<file path="src/cntg_pkg.sv">
`timescale 1ns / 1ps

package cntg_pkg;

    // Field and register widths fixed by the data formats.
    localparam int VAL_W     = 16;  // Q3.12 sample
    localparam int SQ_W      = 31;  // Q6.24 square, at most 2^30
    localparam int SUM_W     = 35;  // Q10.24 accumulator
    localparam int DIM_W     = 5;
    localparam int CFG_IDX_W = 2;

    // Configuration register indexes.
    localparam logic [CFG_IDX_W-1:0] CFG_CAPSULE_DIM  = 2'd0;
    localparam logic [CFG_IDX_W-1:0] CFG_THRESHOLD_SQ = 2'd1;

    // Register reset values.
    localparam logic [DIM_W-1:0] DIM_RESET = 5'd8;
    localparam logic [SUM_W-1:0] THR_RESET = 35'd16777216;

    typedef enum logic [1:0] {
        S_IDLE,     // taking elements of a capsule
        S_ADD,      // last square goes into the sum
        S_CMP,      // sum against threshold, first buffer read
        S_DRAIN     // one result per cycle
    } t_state;

endpackage

</file>
<file path="src/cntg_buf.sv">
`timescale 1ns / 1ps

// Element buffer: one write port, one read port, registered read data.
module cntg_buf
    import cntg_pkg::*;
#(
    parameter int DEPTH = 16,
    parameter int AW    = 4
) (
    input  logic             i_clk,
    input  logic             i_we,
    input  logic [AW-1:0]    i_waddr,
    input  logic [VAL_W-1:0] i_wdata,
    input  logic             i_re,
    input  logic [AW-1:0]    i_raddr,
    output logic [VAL_W-1:0] o_rdata
);

    logic [VAL_W-1:0] r_mem [DEPTH];
    logic [VAL_W-1:0] r_rdata;

    always_ff @(posedge i_clk) begin
        if (i_we) begin
            r_mem[i_waddr] <= i_wdata;
        end
        if (i_re) begin
            r_rdata <= r_mem[i_raddr];
        end
    end

    assign o_rdata = r_rdata;

endmodule

</file>
<file path="src/capsule_norm_threshold_gate.sv">
`timescale 1ns / 1ps
// A capsule's first result appears once the beat of its last element has passed the add and compare states.
// Throughput: one element per cycle while a capsule fills; a capsule then holds the block busy
// while it is gated and read back, one result per cycle through the single read port of the
// element buffer. The receiver cannot stall, so results never wait.
// Reset (i_rst_n low, synchronous) restores capsule_dim 8 and threshold_sq 2^24, empties the sum
// and count and returns to idle; buffer contents are not cleared.

module capsule_norm_threshold_gate
    import cntg_pkg::*;
#(
    parameter int MAX_DIM = 16
) (
    input  logic                 i_clk,
    input  logic                 i_rst_n,

    // Element beats.
    input  logic                 start,
    output logic                 busy,
    input  logic                 i_mode,
    input  logic signed [15:0]   i_activation,
    input  logic signed [15:0]   i_gradient,

    // Result beats, one cycle each.
    output logic                 o_valid,
    output logic signed [15:0]   o_out_value,
    output logic                 o_gated,
    output logic                 o_last_of_capsule,

    // Configuration writes.
    input  logic                 i_cfg_valid,
    output logic                 o_cfg_ready,
    input  logic [CFG_IDX_W-1:0] i_cfg_index,
    input  logic [SUM_W-1:0]     i_cfg_data
);

    // CW holds a count up to MAX_DIM; AW addresses the buffer; EW is wide enough to compare
    // a count with both the register value and MAX_DIM.
    localparam int CW = $clog2(MAX_DIM + 1);
    localparam int AW = (MAX_DIM > 1) ? $clog2(MAX_DIM) : 1;
    localparam int EW = (CW > DIM_W) ? CW : DIM_W;

    t_state r_state, n_state;

    logic [DIM_W-1:0] r_dim;
    logic [SUM_W-1:0] r_thr;
    logic [CW-1:0]    r_count;
    logic             r_mode;
    logic [SUM_W-1:0] r_sum;
    logic [SQ_W-1:0]  r_sq;
    logic             r_sq_vld;
    logic [AW-1:0]    r_last_idx;
    logic [AW-1:0]    r_out_idx;
    logic             r_gate;

    logic                 w_accept;
    logic [EW-1:0]        w_eff_dim;
    logic [EW-1:0]        w_cnt_next;
    logic                 w_complete;
    logic                 w_mode;
    logic [VAL_W-1:0]     w_pass;
    logic signed [31:0]   w_prod;
    logic [SUM_W:0]       w_sum_wide;
    logic [SUM_W-1:0]     w_sum_sat;
    logic                 w_rd_en;
    logic [AW-1:0]        w_rd_addr;
    logic [VAL_W-1:0]     w_rd_data;
    logic                 w_drain_last;

    // The configuration port never pushes back.
    assign o_cfg_ready = 1'b1;

    assign w_accept = start && !busy;

    // The dimension is clamped into 1..MAX_DIM on every element.
    always_comb begin
        w_eff_dim = EW'(r_dim);
        if (w_eff_dim == '0) begin
            w_eff_dim = EW'(1);
        end else if (w_eff_dim > EW'(MAX_DIM)) begin
            w_eff_dim = EW'(MAX_DIM);
        end
    end

    // A capsule completes once the count reaches the current effective dimension.
    assign w_cnt_next = EW'(r_count) + EW'(1);
    assign w_complete = (w_cnt_next >= w_eff_dim);

    // Mode is taken from the first element of each capsule and held for the rest.
    assign w_mode = (r_count == '0) ? i_mode : r_mode;
    assign w_pass = w_mode ? i_gradient : i_activation;

    // The square is registered; the saturating add happens on the following cycle.
    assign w_prod     = i_activation * i_activation;
    assign w_sum_wide = {1'b0, r_sum} + (SUM_W + 1)'(r_sq);
    assign w_sum_sat  = w_sum_wide[SUM_W] ? '1 : w_sum_wide[SUM_W-1:0];

    assign w_drain_last = (r_out_idx == r_last_idx);

    // Next state.
    always_comb begin
        n_state = r_state;
        unique case (r_state)
            S_IDLE: begin
                if (w_accept && w_complete) begin
                    n_state = S_ADD;
                end
            end
            S_ADD: begin
                n_state = S_CMP;
            end
            S_CMP: begin
                n_state = S_DRAIN;
            end
            S_DRAIN: begin
                if (w_drain_last) begin
                    n_state = S_IDLE;
                end
            end
            default: begin
                n_state = S_IDLE;
            end
        endcase
    end

    // State outputs and buffer read requests. The compare cycle fetches entry zero; each drain
    // cycle shows one entry and, unless it is the last, fetches the next.
    always_comb begin
        busy      = 1'b1;
        o_valid   = 1'b0;
        w_rd_en   = 1'b0;
        w_rd_addr = r_out_idx + AW'(1);
        unique case (r_state)
            S_IDLE: begin
                busy = 1'b0;
            end
            S_ADD: begin
            end
            S_CMP: begin
                w_rd_en   = 1'b1;
                w_rd_addr = '0;
            end
            S_DRAIN: begin
                o_valid = 1'b1;
                w_rd_en = !w_drain_last;
            end
            default: begin
            end
        endcase
    end

    assign o_out_value       = (o_valid && !r_gate) ? w_rd_data : '0;
    assign o_gated           = o_valid && r_gate;
    assign o_last_of_capsule = o_valid && w_drain_last;

    always_ff @(posedge i_clk) begin
        if (!i_rst_n) begin
            r_state    <= S_IDLE;
            r_dim      <= DIM_RESET;
            r_thr      <= THR_RESET;
            r_count    <= '0;
            r_mode     <= 1'b0;
            r_sum      <= '0;
            r_sq_vld   <= 1'b0;
            r_last_idx <= '0;
            r_out_idx  <= '0;
            r_gate     <= 1'b0;
        end else begin
            r_state  <= n_state;
            r_sq_vld <= w_accept;

            if (i_cfg_valid && o_cfg_ready) begin
                if (i_cfg_index == CFG_CAPSULE_DIM) begin
                    r_dim <= i_cfg_data[DIM_W-1:0];
                end else if (i_cfg_index == CFG_THRESHOLD_SQ) begin
                    r_thr <= i_cfg_data;
                end
            end

            if (w_accept) begin
                r_mode <= w_mode;
                if (w_complete) begin
                    r_count    <= '0;
                    r_last_idx <= r_count[AW-1:0];
                end else begin
                    r_count <= r_count + CW'(1);
                end
            end

            // The sum is cleared when the gate decision is taken.
            if (r_state == S_CMP) begin
                r_gate    <= (r_sum > r_thr);
                r_sum     <= '0;
                r_out_idx <= '0;
            end else begin
                if (r_sq_vld) begin
                    r_sum <= w_sum_sat;
                end
                if (r_state == S_DRAIN) begin
                    r_out_idx <= r_out_idx + AW'(1);
                end
            end
        end
    end

    // Square of the element, Q6.24; a square of a 16-bit value fits in 31 bits.
    always_ff @(posedge i_clk) begin
        if (w_accept) begin
            r_sq <= w_prod[SQ_W-1:0];
        end
    end

    cntg_buf #(
        .DEPTH (MAX_DIM),
        .AW    (AW)
    ) u_buf (
        .i_clk   (i_clk),
        .i_we    (w_accept),
        .i_waddr (r_count[AW-1:0]),
        .i_wdata (w_pass),
        .i_re    (w_rd_en),
        .i_raddr (w_rd_addr),
        .o_rdata (w_rd_data)
    );

endmodule

</file>
<file path="config.mk">
export PLATFORM = sky130hd
export DESIGN_NAME = capsule_norm_threshold_gate
export DESIGN_NICKNAME = d
export VERILOG_FILES = /design/src/cntg_pkg.sv /design/src/cntg_buf.sv /design/src/capsule_norm_threshold_gate.sv
export SDC_FILE = /design/constraint.sdc
export NUM_CORES = 1
export LEC_CHECK = 0
export BUFFER_PORTS_ARGS = -buffer_cell sky130_fd_sc_hd__buf_2
export CORE_UTILIZATION = 27
export CTS_CLUSTER_SIZE = 14
export DETAILED_ROUTE_END_ITERATION = 16
export HOLD_SLACK_MARGIN = 0.15
export SETUP_SLACK_MARGIN = 0.5
export SYNTH_ARGS = -nofsm -noshare
export SYNTH_HDL_FRONTEND = slang
export SYNTH_SLANG_ARGS = --single-unit
</file>
<file path="constraint.sdc">
create_clock -name i_clk -period 8.6 [get_ports i_clk]
set_input_delay 1.72 -clock i_clk [delete_from_list [all_inputs] [get_ports i_clk]]
set_output_delay 1.72 -clock i_clk [all_outputs]
set_load 0.03 [all_outputs]
</file>
After elaboration in Yosys (flattened, before gate mapping):

Memories as Yosys holds them, arrays and structs flattened. A register that Yosys moved wholly into a read port is not among the register bits.
Index checks and enable logic that the tools add are counted.
Widths: inputs -> output; s select.

* magnitude comparators: 3
* mux-type cells: 16
* multipliers: 1
* add/sub/neg operators: 3
* equal/unequal tests: 7
* bitwise gates (word level): 2
* reductions and logical operators: 16

Operators with widths (number)
* $add 35x31->36: 1
* $gt 35x35->1: 1
* $mux 35: 1
* $mux 16: 2
* $mul 16x16->31: 1
* $mux 5: 3
* $logic_not 5->1: 2
* $pmux 2 s4: 1
* $reduce_and 2->1: 3
* $add 5x1->5 const B: 1
* $ge 5x5->1: 1
* $gt 5x5->1 const B: 1
* $logic_and 1x1->1: 5
* $mux 1: 5
* $add 4x1->4 const B: 1
* $eq 2x1->1 const B: 2
* $eq 2x2->1 const B: 2
* $eq 4x4->1: 1
* $logic_not 2->1: 2
* $mux 2: 2
* $mux 4: 1
* $reduce_and 3->1: 1
* $logic_not 1->1: 2
* $ne 2x1->1 const B: 1
* 4 further kinds: 5

* input port bits: 74
* flip-flop bits (word level): 124
* logic and storage cells: 60
* memories kept: 1
* RAM bits: 256

Memory list
* u_buf.r_mem: words 16, width 16, rd ports 1, clocked after memory_dff 1, wr ports 1, line cntg_buf.sv:19 `logic [VAL_W-1:0] r_mem [DEPTH];`

Depth between registers and ports, before layout:

Gate-level depths: netlist (run 1).

* word-level depth: 7
* depth in mapped cells: 24

By module:

A second synthesis (run 1) with hierarchy kept.

* cells, all modules: 2271
* area total of the unflattened synthesis: 26370.3 µm²

By module, submodules not included
* capsule_norm_threshold_gate: area an instance 16166.8 µm², instances 1, cells an instance 1839, sequential area each 2762.6 µm²
* cntg_buf: area an instance 10203.5 µm², instances 1, cells an instance 432, sequential area each 8167.8 µm²

Least setup slack after synthesis (run 1):

Ideal clock, no wire load.

* path kind: input port to flip-flop
* from: input port i_activation[4]
* to: register r_sq[30], data pin
* arrival: 7.450 ns
* path slack: 0.872 ns
* cell stages on the path: 20
* data required time: 8.322 ns
* library setup time: 0.278 ns
* path through: clkbuf_1 -> clkbuf_1 -> nand2_1 -> fa_1 -> inv_1 -> fa_1 -> fa_1 -> fa_1 -> fa_1 -> inv_1 -> fa_1 -> inv_1 -> ha_1 -> nand2_1 -> a211o_1 -> a31oi_1 -> o2111ai_1 -> a21oi_1 -> mux2i_1 -> o311ai_0

* longest elaborated chain between the ends: 1

RTL lines
* from (decl): line capsule_norm_threshold_gate.sv:21 `input logic signed [15:0] i_activation,`
* $mul 16x16->31: line capsule_norm_threshold_gate.sv:94 `assign w_prod = i_activation * i_activation;`
* named net w_prod[30]: line capsule_norm_threshold_gate.sv:62 `logic signed [31:0] w_prod;`
* to (signal assigned): line capsule_norm_threshold_gate.sv:209 `r_sq <= w_prod[SQ_W-1:0];`
* to (decl): line capsule_norm_threshold_gate.sv:50 `logic [SQ_W-1:0] r_sq;`

The timed path passes the listed nets, and every way through them passes these cells.
A chain may end at the register's enable or synchronous reset.

Worst setup path after layout (run 1):

* from: input port i_activation[3]
* to: register r_sq[30], data pin

The elaborated chain is that of the path after synthesis.

==> out/metrics.yaml, run 1 <==
outcome: "completed"
cts_buffer_depth: 3
chipHeight_um: 316
leakage_nw: 12.1
wl_um: 64600
initial_core_util_pct: 27.4
ant_nets: 0
fin_ws_ps: 1150
hold_viol: 0
gp_congestion: 0.851
clk_latency_ps: 570
layout.nets: 2943
cts_inserted_buffers: 39
synth_edf_count: 302
synth_area_um2: 26600
final_max_slew_viol_count: 0
wl_per_cell_um: 17.1
ys_seq_area_share_pct: 41.1
internal_power_w: 0.00676
setup_violations: 0
port_buffers: 93
crit_type: "input port to register"
synthCells: 2410
slew_headroom_pct: 31.5
period_minus_slack_ps: 7450
crit_top_cell: "fa_1"
drv_cap: 0
ys_types: 76
vias: 17400
ys_ff_latch: 395
clock_skew_ps: 22.6
grt_setup_unrepaired: "false"
power_frac_clock_pct: 14.2
grt_pass1_wl_um: 101000
yosysWarnings: 0
tightest_slew_ps: 1030
post_route_cells_drive_above_1_share_pct: 10.5
total_power_w: 0.0120
cts_tree: "done"
switching_share_pct: 43.9
max_stage_delay_ps: 640
htree_levels: 2
path_clk_slew_ps: 60
cts_root_buf: "clkbuf_16"
die_area_um2: 99700
fillers: 9866
dp.final_hpwl_um: 48400
postCtsSetupBuffers: 0
power.switching_w: 0.00529
ys.flop_type: "edfxtp_1"
cts_hold_buf: 0
dr.pass1.iters: 5
syn2layout_area_growth_pct: 12.2
slowest_stage: "fa_1"
final_cell_mix: "408 x inv_1, 302 x edfxtp_1, 233 x nand2_1"
powerDensity_nw_per_um2: 404
cts_resized: 0
core_um2: 97100
ioPinCount: 95
grt_max_degree: 56
avgSynthCellArea_um2: 11.0
final_common_cell: "inv_1"
drc: 0
whs_ps: 459
combPwrFrac_pct: 62.7
die_w_um: 316
seqPwrFrac_pct: 23.0
crit_arrival_ps: 7720
pre_cts_slack_ps: 554
cp.required_ps: 8870
finalSetupTns_ps: 0
fin_crit_sh_pct: 86.7
irDropWorstVdd_mv: 0.341
drt-initial-drc-count: 1167
synth_nets: 2880
first_global_vias: 17600
overflow: 0
hold_class: "register to register"
row_count: 114
path_max_fanout: 16
async_reset_ff_share_pct: 0
antenna_found_initial: 3
critPathLaunchType: "input port"
grt_usage_pct: 12.9
worst_setup_path_end_kind: "register"
cts.sinks: 395
crit_chain: "buf_2, inv_1, nor2_1, fa_1, fa_1, fa_1, fa_1, fa_1, inv_1, fa_1, inv_1, ha_1, nand2_1, a211o_1, a31oi_1, o2111ai_1, a21oi_1, mux2i_1, o311ai_0"
vias_per_cell: 4.60
fmax_ghz: 0.134
-- worst paths after layout --
path / start / end / slack [ps] / cells after the start
worst max register to register: r_out_idx[0] / u_buf.o_rdata[11] / 4450 / 8
worst min-delay path: r_thr[1] / r_thr[1] / 460 / 2
worst min register to register: r_thr[1] / r_thr[1] / 460 / 2
worst max-delay path: i_activation[3] / r_sq[30] / 1150 / 19
-- cells by family (layout without fill, tap and decap cells) --
logic type | Yosys count | count (layout) | share of synthesized area, %
buffers and inverters | 514 | 605 | 7.42
AND/OR/NAND/NOR | 506 | 506 | 8.85
AO/OA/AOI/OAI | 464 | 464 | 11.2
adder cells (fa/ha/maj) | 396 | 396 | 25.2
flip-flops | 395 | 395 | 41.1
XOR/XNOR | 77 | 77 | 2.54
multiplexers | 57 | 57 | 3.65
other | 1 | 3 | 0.0141
-- cell type report --
cell class	count	area (µm²)	area share (%)
sequential	395	10900	36.7
multi-input combinational	1501	13700	46.1
tap	1276	1600	5.36
inverter	410	1540	5.16
clock inverter	18	234	0.785
antenna	2	5.00	0.0168
timing repair buffer	126	713	2.39
clock buffer	51	1050	3.53
-- per-stage QoR --
stage / instances / util [%] / instance area, µm²
2_1_floorplan: 2410 / - / 26600
3_3_place_gp: 3708 / 29.4 / 28500
3_5_place_dp: 3708 / 29.4 / 28500
4_1_cts: 3777 / 30.7 / 29800
5_1_grt: 3777 / 30.7 / 29800
6_report: 3779 / 30.7 / 29800
-- metal layers --
metal | GRT usage [%] | part of all wire (%) | vias up
li1 | - | - | 8281
met1 | 18.6 | 48 | 8602
met2 | 20.5 | 45 | 436
met3 | 2.01 | 5.7 | 66
met4 | 2.84 | 1.8 | 0
met5 | 0 | 0 | -
-- cell usage after synthesis (all sizes together), types with 5 or more instances --
master  count  share of area [%]
o21a        6               0.17
nand3b      5               0.14
o21ai      88                1.7
fa        231                 17
nor2       85                1.2
a21o       48                1.4
mux2       19               0.81
clkbuf     83                1.2
a211oi     37                1.0
buf        21               0.45
nand2     233                3.3
ha        165                7.8
a21oi     158                3.0
a311oi     21               0.69
or2         7               0.16
edfxtp    302                 34
o22ai      17               0.40
nand4      19               0.45
xor2       30               0.99
a31oi      10               0.26
mux2i       8               0.30
and2       76                1.8
nor3       20               0.38
nor2b       8               0.19
mux4       30                2.5
o211ai     24               0.70
inv       409                5.8
nand2b     14               0.33
dfxtp      93                7.0
o21bai      9               0.25
o221ai     16               0.53
nand3      20               0.38
xnor2      47                1.5
-- sequential cells by signal, summed over array words and instances, names as in the netlist, 2 cells and up --
register,flops
u_buf.r_mem,256
r_sum,35
r_thr,35
r_sq,30
u_buf.o_rdata,16
r_count,5
r_dim,5
r_last_idx,4
r_out_idx,4
r_state,2
-- power groups by stage --
stage                     combinational (W)  sequential [W]  clock [W]
after floorplan                     0.00590         0.00274          0
after global placement              0.00751         0.00281          0
after detailed placement            0.00762         0.00281          0
after CTS                           0.00766         0.00277    0.00175
after global routing                0.00863         0.00279    0.00181
final                               0.00756         0.00277    0.00171
-- worst max-delay path, delay by kind of cell --
family | cells | cell delay, ps
compound gates | 5 | 1050
fa+ha+maj | 7 | 3740
buf+inv | 4 | 630
mux | 1 | 200
simple gates | 2 | 350
No activity file was read; power rests on OpenSTA's default activity.
==> run 2, diff against run 1 <==
--- a/config.mk
+++ b/config.mk
@@ -10,6 +10,7 @@
 export CTS_CLUSTER_SIZE = 14
 export DETAILED_ROUTE_END_ITERATION = 16
 export HOLD_SLACK_MARGIN = 0.15
+export PLACE_DENSITY = 0.38
 export SETUP_SLACK_MARGIN = 0.5
 export SYNTH_ARGS = -nofsm -noshare
 export SYNTH_HDL_FRONTEND = slang
==> run 2 against run 1 <==
Net effect:
- maximum frequency decreased by 1.7%
- via count up 0.71%
- clock skew grew 9.8 ps
- sequential share of layout area decreased by 0.31 points
- register-to-register slack gained 180 ps
- routed wire length grew 15%
- critical path type unchanged
==> out/metrics.yaml, run 2 (synthesis gave the netlist of run 1 again) <==
ant_nets: 0
worst_setup_path_end_kind: "register"
period_minus_slack_ps: 7580
crit_type: "input port to register"
drc: 0
regArea_um2: 10900
outcome: "completed"
crit_arrival_ps: 7870
antenna_found_initial: 0
fillers: 9909
clk_latency_ps: 590
clock_skew_ps: 32.4
grt_setup_unrepaired: "false"
min_path_cells: 2
combPwrFrac_pct: 62.3
multiInputGateArea_um2: 13800
hold_viol: 0
cts_inserted_buffers: 47
pre_cts_slack_ps: 376
tightest_slew_ps: 1170
dp.final_hpwl_um: 53700
worstSetupPathDepth: 21
grt_pass1_wl_um: 113000
postCtsSetupBuffers: 0
hold_class: "register to register"
gp_congestion: 0.808
slew_headroom_pct: 20.5
internal_power_w: 0.00692
power.switching_w: 0.00548
core_um2: 97100
drv_cap: 0
cts_tree: "done"
chipHeight_um: 316
crit_chain: "buf_2, inv_1, nor2_1, inv_1, fa_1, inv_1, fa_1, fa_1, fa_1, fa_1, inv_1, fa_1, inv_1, ha_1, and4_1, a221oi_1, a31oi_1, o2111ai_1, a21oi_1, mux2i_1, o311ai_0"
die_w_um: 316
grt_max_degree: 53
layout.nets: 2958
crit_buf_inv: 6
initial_core_util_pct: 27.4
slowest_stage: "fa_1"
cp.required_ps: 8890
seqPwrFrac_pct: 22.5
final_max_slew_viol_count: 0
post_route_cells_drive_above_1_share_pct: 11.1
syn2layout_area_growth_pct: 13.1
cts_resized: 0
cts_buffer_depth: 3
critPathLaunchType: "input port"
cts.sinks: 395
cts_root_buf: "clkbuf_16"
powerDensity_nw_per_um2: 412
fmax_ghz: 0.132
final_cell_mix: "408 x inv_1, 302 x edfxtp_1, 233 x nand2_1"
first_global_vias: 18100
switching_share_pct: 44.2
grt_usage_pct: 14.9
vias_per_cell: 4.61
fin_crit_sh_pct: 88.2
drt-initial-drc-count: 984
leakage_nw: 12.2
critPathTopFamily: "adder cells"
port_buffers: 93
largest_reg_flops: 256
htree_levels: 2
top_regs: "u_buf.r_mem: 256 flops, r_sum: 35 flops, r_thr: 35 flops"
regMostFlops: "u_buf.r_mem"
overflow: 0
finalSetupTns_ps: 0
vias: 17500
row_count: 114
r2r_cells: 9
dr.pass1.iters: 5
ioPinCount: 95
setup_violations: 0
wl_per_cell_um: 19.5
wl_um: 74000
irDropWorstVdd_mv: 0.445
die_area_um2: 99700
path_clk_slew_ps: 60
crit_top_cell: "fa_1"
final_common_cell: "inv_1"
path_max_fanout: 16
fin_ws_ps: 1020
power_frac_clock_pct: 15.3
max_stage_delay_ps: 540
cts_hold_buf: 0
## run 2: worst paths after layout
path	startpoint	end	slack (ps)
min reg2reg	r_thr[33]	r_thr[33]	460
min	r_thr[33]	r_thr[33]	460
max reg2reg	r_out_idx[0]	u_buf.o_rdata[3]	4630
max	i_activation[2]	r_sq[30]	1020
## run 2: cell type report
cell class                      count  share of cell area [%]
Multi-Input combinational cell   1501                    45.8
Inverter                          410                    5.12
Clock buffer                       67                    4.33
Tap cell                         1276                    5.31
Sequential cell                   395                    36.4
Timing Repair Buffer              133                    2.55
Clock inverter                     19                   0.524
Antenna cell                        1                 0.00832
## run 2: layer usage
| metal | wire (µm) | GRT usage [%] | up-vias | share of wire, % |
|---|---|---|---|---|
| li1 | - | - | 8343 | - |
| met1 | 37200 | 22.2 | 8800 | 50 |
| met2 | 33200 | 23.4 | 303 | 45 |
| met3 | 2480 | 1.59 | 63 | 3.4 |
| met4 | 1120 | 2.93 | 0 | 1.5 |
| met5 | 0 | 0 | - | 0 |
## run 2: worst reg2reg max path, cell delays in order, from the launching register on
cell and delay (ps):
dfxtp_2 310, buf_4 490, ha_1 390, xor2_4 150, buf_4 560, nor2b_4 260, buf_4 560, mux4_2 430
a211oi_1 440, a21oi_1 110
## run 2: power groups by stage
stage / sequential, W / clock (W) / combinational (W)
3_3_place_gp: 0.00282 / 0 / 0.00785
6_report: 0.00278 / 0.00189 / 0.00772
4_1_cts: 0.00279 / 0.00195 / 0.00791
2_1_floorplan: 0.00274 / 0 / 0.00590
3_5_place_dp: 0.00283 / 0 / 0.00786
5_1_grt: 0.00280 / 0.00202 / 0.00889
## run 2: through the flow
step / std cells / area, µm² / hold WS, ps / total power (W) / utilization (%)
after global routing: 3801 / 30100 / 476 / 0.0137 / 30.9
after global placement: 3715 / 28600 / 449 / 0.0107 / 29.4
after CTS: 3801 / 30100 / 461 / 0.0126 / 30.9
final: 3802 / 30100 / 457 / 0.0124 / 31.0
after floorplan: 2410 / 26600 / 436 / 0.00864 / -
after detailed placement: 3715 / 28600 / 451 / 0.0107 / 29.4
==> run 3, diff against run 2 <==
--- a/config.mk
+++ b/config.mk
@@ -14,4 +14,5 @@
 export SETUP_SLACK_MARGIN = 0.5
 export SYNTH_ARGS = -nofsm -noshare
 export SYNTH_HDL_FRONTEND = slang
+export SYNTH_HIERARCHICAL = 1
 export SYNTH_SLANG_ARGS = --single-unit
==> run 3 against run 2 <==
Net effect:
- total power fell by 2.6%
- utilization fell by 0.073 points
- clock power barely moved
- clock skew rose by 12 ps
- register-to-register slack improved by 80 ps
- cell area fell by 0.67%
- cell count fell by 3.2%
- routed wire length fell by 5.9%
- count of clock-buffer cells in the layout fell by 8
- combinational power fell by 3.9%
- sequential power barely moved
- synthesized cell count fell by 5.8%
- largest power group unchanged
==> out/metrics.yaml, run 3 <==
vias: 16600
clock_skew_ps: 44.6
r2r_cells: 7
async_reset_ff_share_pct: 0
grt_busiest_layer: "met2"
slew_headroom_pct: 22.1
min_path_cells: 2
internal_power_w: 0.00686
outcome: "completed"
cts_buffer_depth: 3
switching_share_pct: 43.2
ant_nets: 0
clk_latency_ps: 600
synth_top_area_share_pct: 34.4
seqPwrFrac_pct: 22.9
synthTopCellsByCount: "411 x inv_1, 302 x edfxtp_1, 232 x fa_1"
finalSetupTns_ps: 0
wl_per_cell_um: 18.9
vias_per_cell: 4.52
power_frac_clock_pct: 15.6
die_area_um2: 98900
overflow: 0
top_regs: "u_buf/r_mem: 256 flops, r_sum: 35 flops, r_thr: 35 flops"
placed_cell_area_um2: 28400
slowest_stage: "fa_1"
final_util_pct: 30.9
synthSimpleGateAreaFrac_pct: 8.21
met2_usage_pct: 26.8
r2r_start: "r_state[0]"
largest_reg_flops: 256
grt_max_degree: 65
holdCritStartpoint: "r_thr[20]"
synth_area_um2: 26400
dp_cells: 3595
core_um2: 96700
ioPinCount: 95
grt_pass1_wl_um: 107000
cts.sinks: 395
max_stage_delay_ps: 620
grt_setup_unrepaired: "false"
layout.nets: 2833
antenna_found_initial: 8
cts_tree: "done"
initial_core_util_pct: 27.3
combPwrFrac_pct: 61.4
synth_compound_area_share_pct: 8.35
tightest_slew_ps: 1170
wl_um: 69700
avgSynthCellArea_um2: 11.6
dr.pass1.iters: 5
synthXorXnorAreaFrac_pct: 2.72
synth_edf_count: 302
crit_top_cell: "fa_1"
ys_seq_area_share_pct: 41.4
cts_resized: 0
power.switching_w: 0.00522
leakage_nw: 12.2
cts_inserted_buffers: 45
r2r_slack_ps: 4710
crit_chain: "buf_2, nand2_1, fa_1, inv_1, fa_1, fa_1, fa_1, fa_1, inv_1, fa_1, inv_1, ha_1, o21ai_0, a21oi_1, a32oi_1, a31oi_1, o21ai_0, o221ai_1, o31ai_1, xnor2_1"
synthCells: 2271
port_buffers: 93
irDropWorstVdd_mv: 0.422
worst_setup_path_end_kind: "register"
ys_ff_latch: 395
fin_crit_sh_pct: 87.1
whs_ps: 457
hold_class: "register to register"
final_max_slew_viol_count: 0
htree_levels: 2
r2r_end: "u_buf/o_rdata[4]"
antenna_cells: 0
synth_fa_ha_area_share_pct: 25.3
synth_top_family_by_area: "adder cells"
design_area_um2: 29900
fillers: 9977
die_w_um: 315
dp.final_hpwl_um: 51200
final_cell_mix: "411 x inv_1, 302 x edfxtp_1, 232 x fa_1"
ys.flop_type: "edfxtp_1"
grt_use_met3_pct: 1.52
synth_nets: 2738
fmax_ghz: 0.133
yosysMostFrequentCell: "inv_1"
gp_congestion: 0.787
critPathLaunchType: "input port"
chipHeight_um: 315
grt_usage_pct: 14.3
hold_viol: 0
min_to: "r_thr[20]"
path_clk_slew_ps: 60
syn2layout_area_growth_pct: 13.2
postCtsSetupBuffers: 0
post_route_cells_drive_above_1_share_pct: 12.7
cp.required_ps: 8920
synthTopCellsByArea: "edfxtp_1 34%, fa_1 18%, ha_1 7.6%"
drt-initial-drc-count: 905
cts_root_buf: "clkbuf_16"
final_common_cell: "inv_1"
crit_arrival_ps: 7810
drc: 0
row_count: 114
first_global_vias: 18000
crit_type: "input port to register"
yosysWarnings: 6
fin_cells: 3679
drv_cap: 0
cts_hold_buf: 0
ys_types: 73
period_minus_slack_ps: 7490
setup_violations: 0
regMostFlops: "u_buf/r_mem"
synth_mux_area_share_pct: 6.64
synth_top_area_cell: "edfxtp_1"
powerDensity_nw_per_um2: 404
path_max_fanout: 20
grtUsageMet1_pct: 17.4
[run 3: changes by cell type after synthesis, moves of 22 or more]
cell | previous run | this run
a211oi_1 | 37 | 12
a21oi_1 | 155 | 126
a22oi_1 | 3 | 32
mux4_2 | 30 | 54
o21ai_0 | 85 | 63
clkbuf_1 | 83 | 60
nand2_1 | 233 | 210
[run 3: through the flow]
stage	setup slack [ps]	power, W
5_1_grt	649	0.0134
3_3_place_gp	518	0.0104
6_report	1110	0.0121
2_1_floorplan	889	0.00851
4_1_cts	1070	0.0124
3_5_place_dp	441	0.0104
[run 3: worst max path at each step]
stage,start,to,slack [ps],cells after the start
final,i_activation[4],r_sq[30],1110,20
after detailed placement,i_activation[3],r_sq[30],440,20
after global routing,i_activation[3],r_sq[30],650,22
after global placement,i_activation[6],r_sq[29],520,20
after CTS,i_activation[3],r_sq[30],1070,20
after floorplan,i_activation[4],r_sq[30],890,22
[run 3: power groups by stage]
stage / combinational, W / clock, W / sequential [W]
after detailed placement: 0.00761 / 0 / 0.00282
after global routing: 0.00854 / 0.00203 / 0.00279
final: 0.00742 / 0.00189 / 0.00277
after floorplan: 0.00576 / 0 / 0.00275
after CTS: 0.00766 / 0.00196 / 0.00278
after global placement: 0.00759 / 0 / 0.00282
[run 3: kinds of logic (layout without fill, tap and decap cells)]
group / Yosys count / count (layout)
AOI/OAI and AO/OA: 351 / 351
xor gates and xnor gates: 82 / 82
adders and majority gates: 393 / 393
buffers and inverters: 496 / 628
DFF: 395 / 395
muxes: 89 / 89
other: 1 / 1
and+or+nand+nor: 464 / 464
[run 3: area by class of cell]
cell class / instances / area (µm²) / share of cell area [%]
multi-input combinational: 1380 / 13600 / 45.5
sequential: 395 / 10900 / 36.6
tap: 1276 / 1600 / 5.35
inverter: 413 / 1550 / 5.19
clock buffer: 59 / 1220 / 4.09
timing repair buffer: 131 / 751 / 2.51
clock inverter: 25 / 238 / 0.796
[run 3: critical path: cells and delay by family]
family / cells / cell delay (ps)
AND/OR/NAND/NOR: 1 / 150
adder cells (fa/ha/maj): 7 / 3590
buffers and inverters: 4 / 560
XOR/XNOR: 1 / 120
AO/OA/AOI/OAI: 7 / 1660
[run 3: layer usage]
layer | part of all wire [%] | vias up | wire, µm
li1 | - | 7867 | -
met1 | 42 | 8548 | 29500
met2 | 54 | 158 | 37500
met3 | 2.2 | 68 | 1530
met4 | 1.6 | 6 | 1130
met5 | 0.066 | - | 46
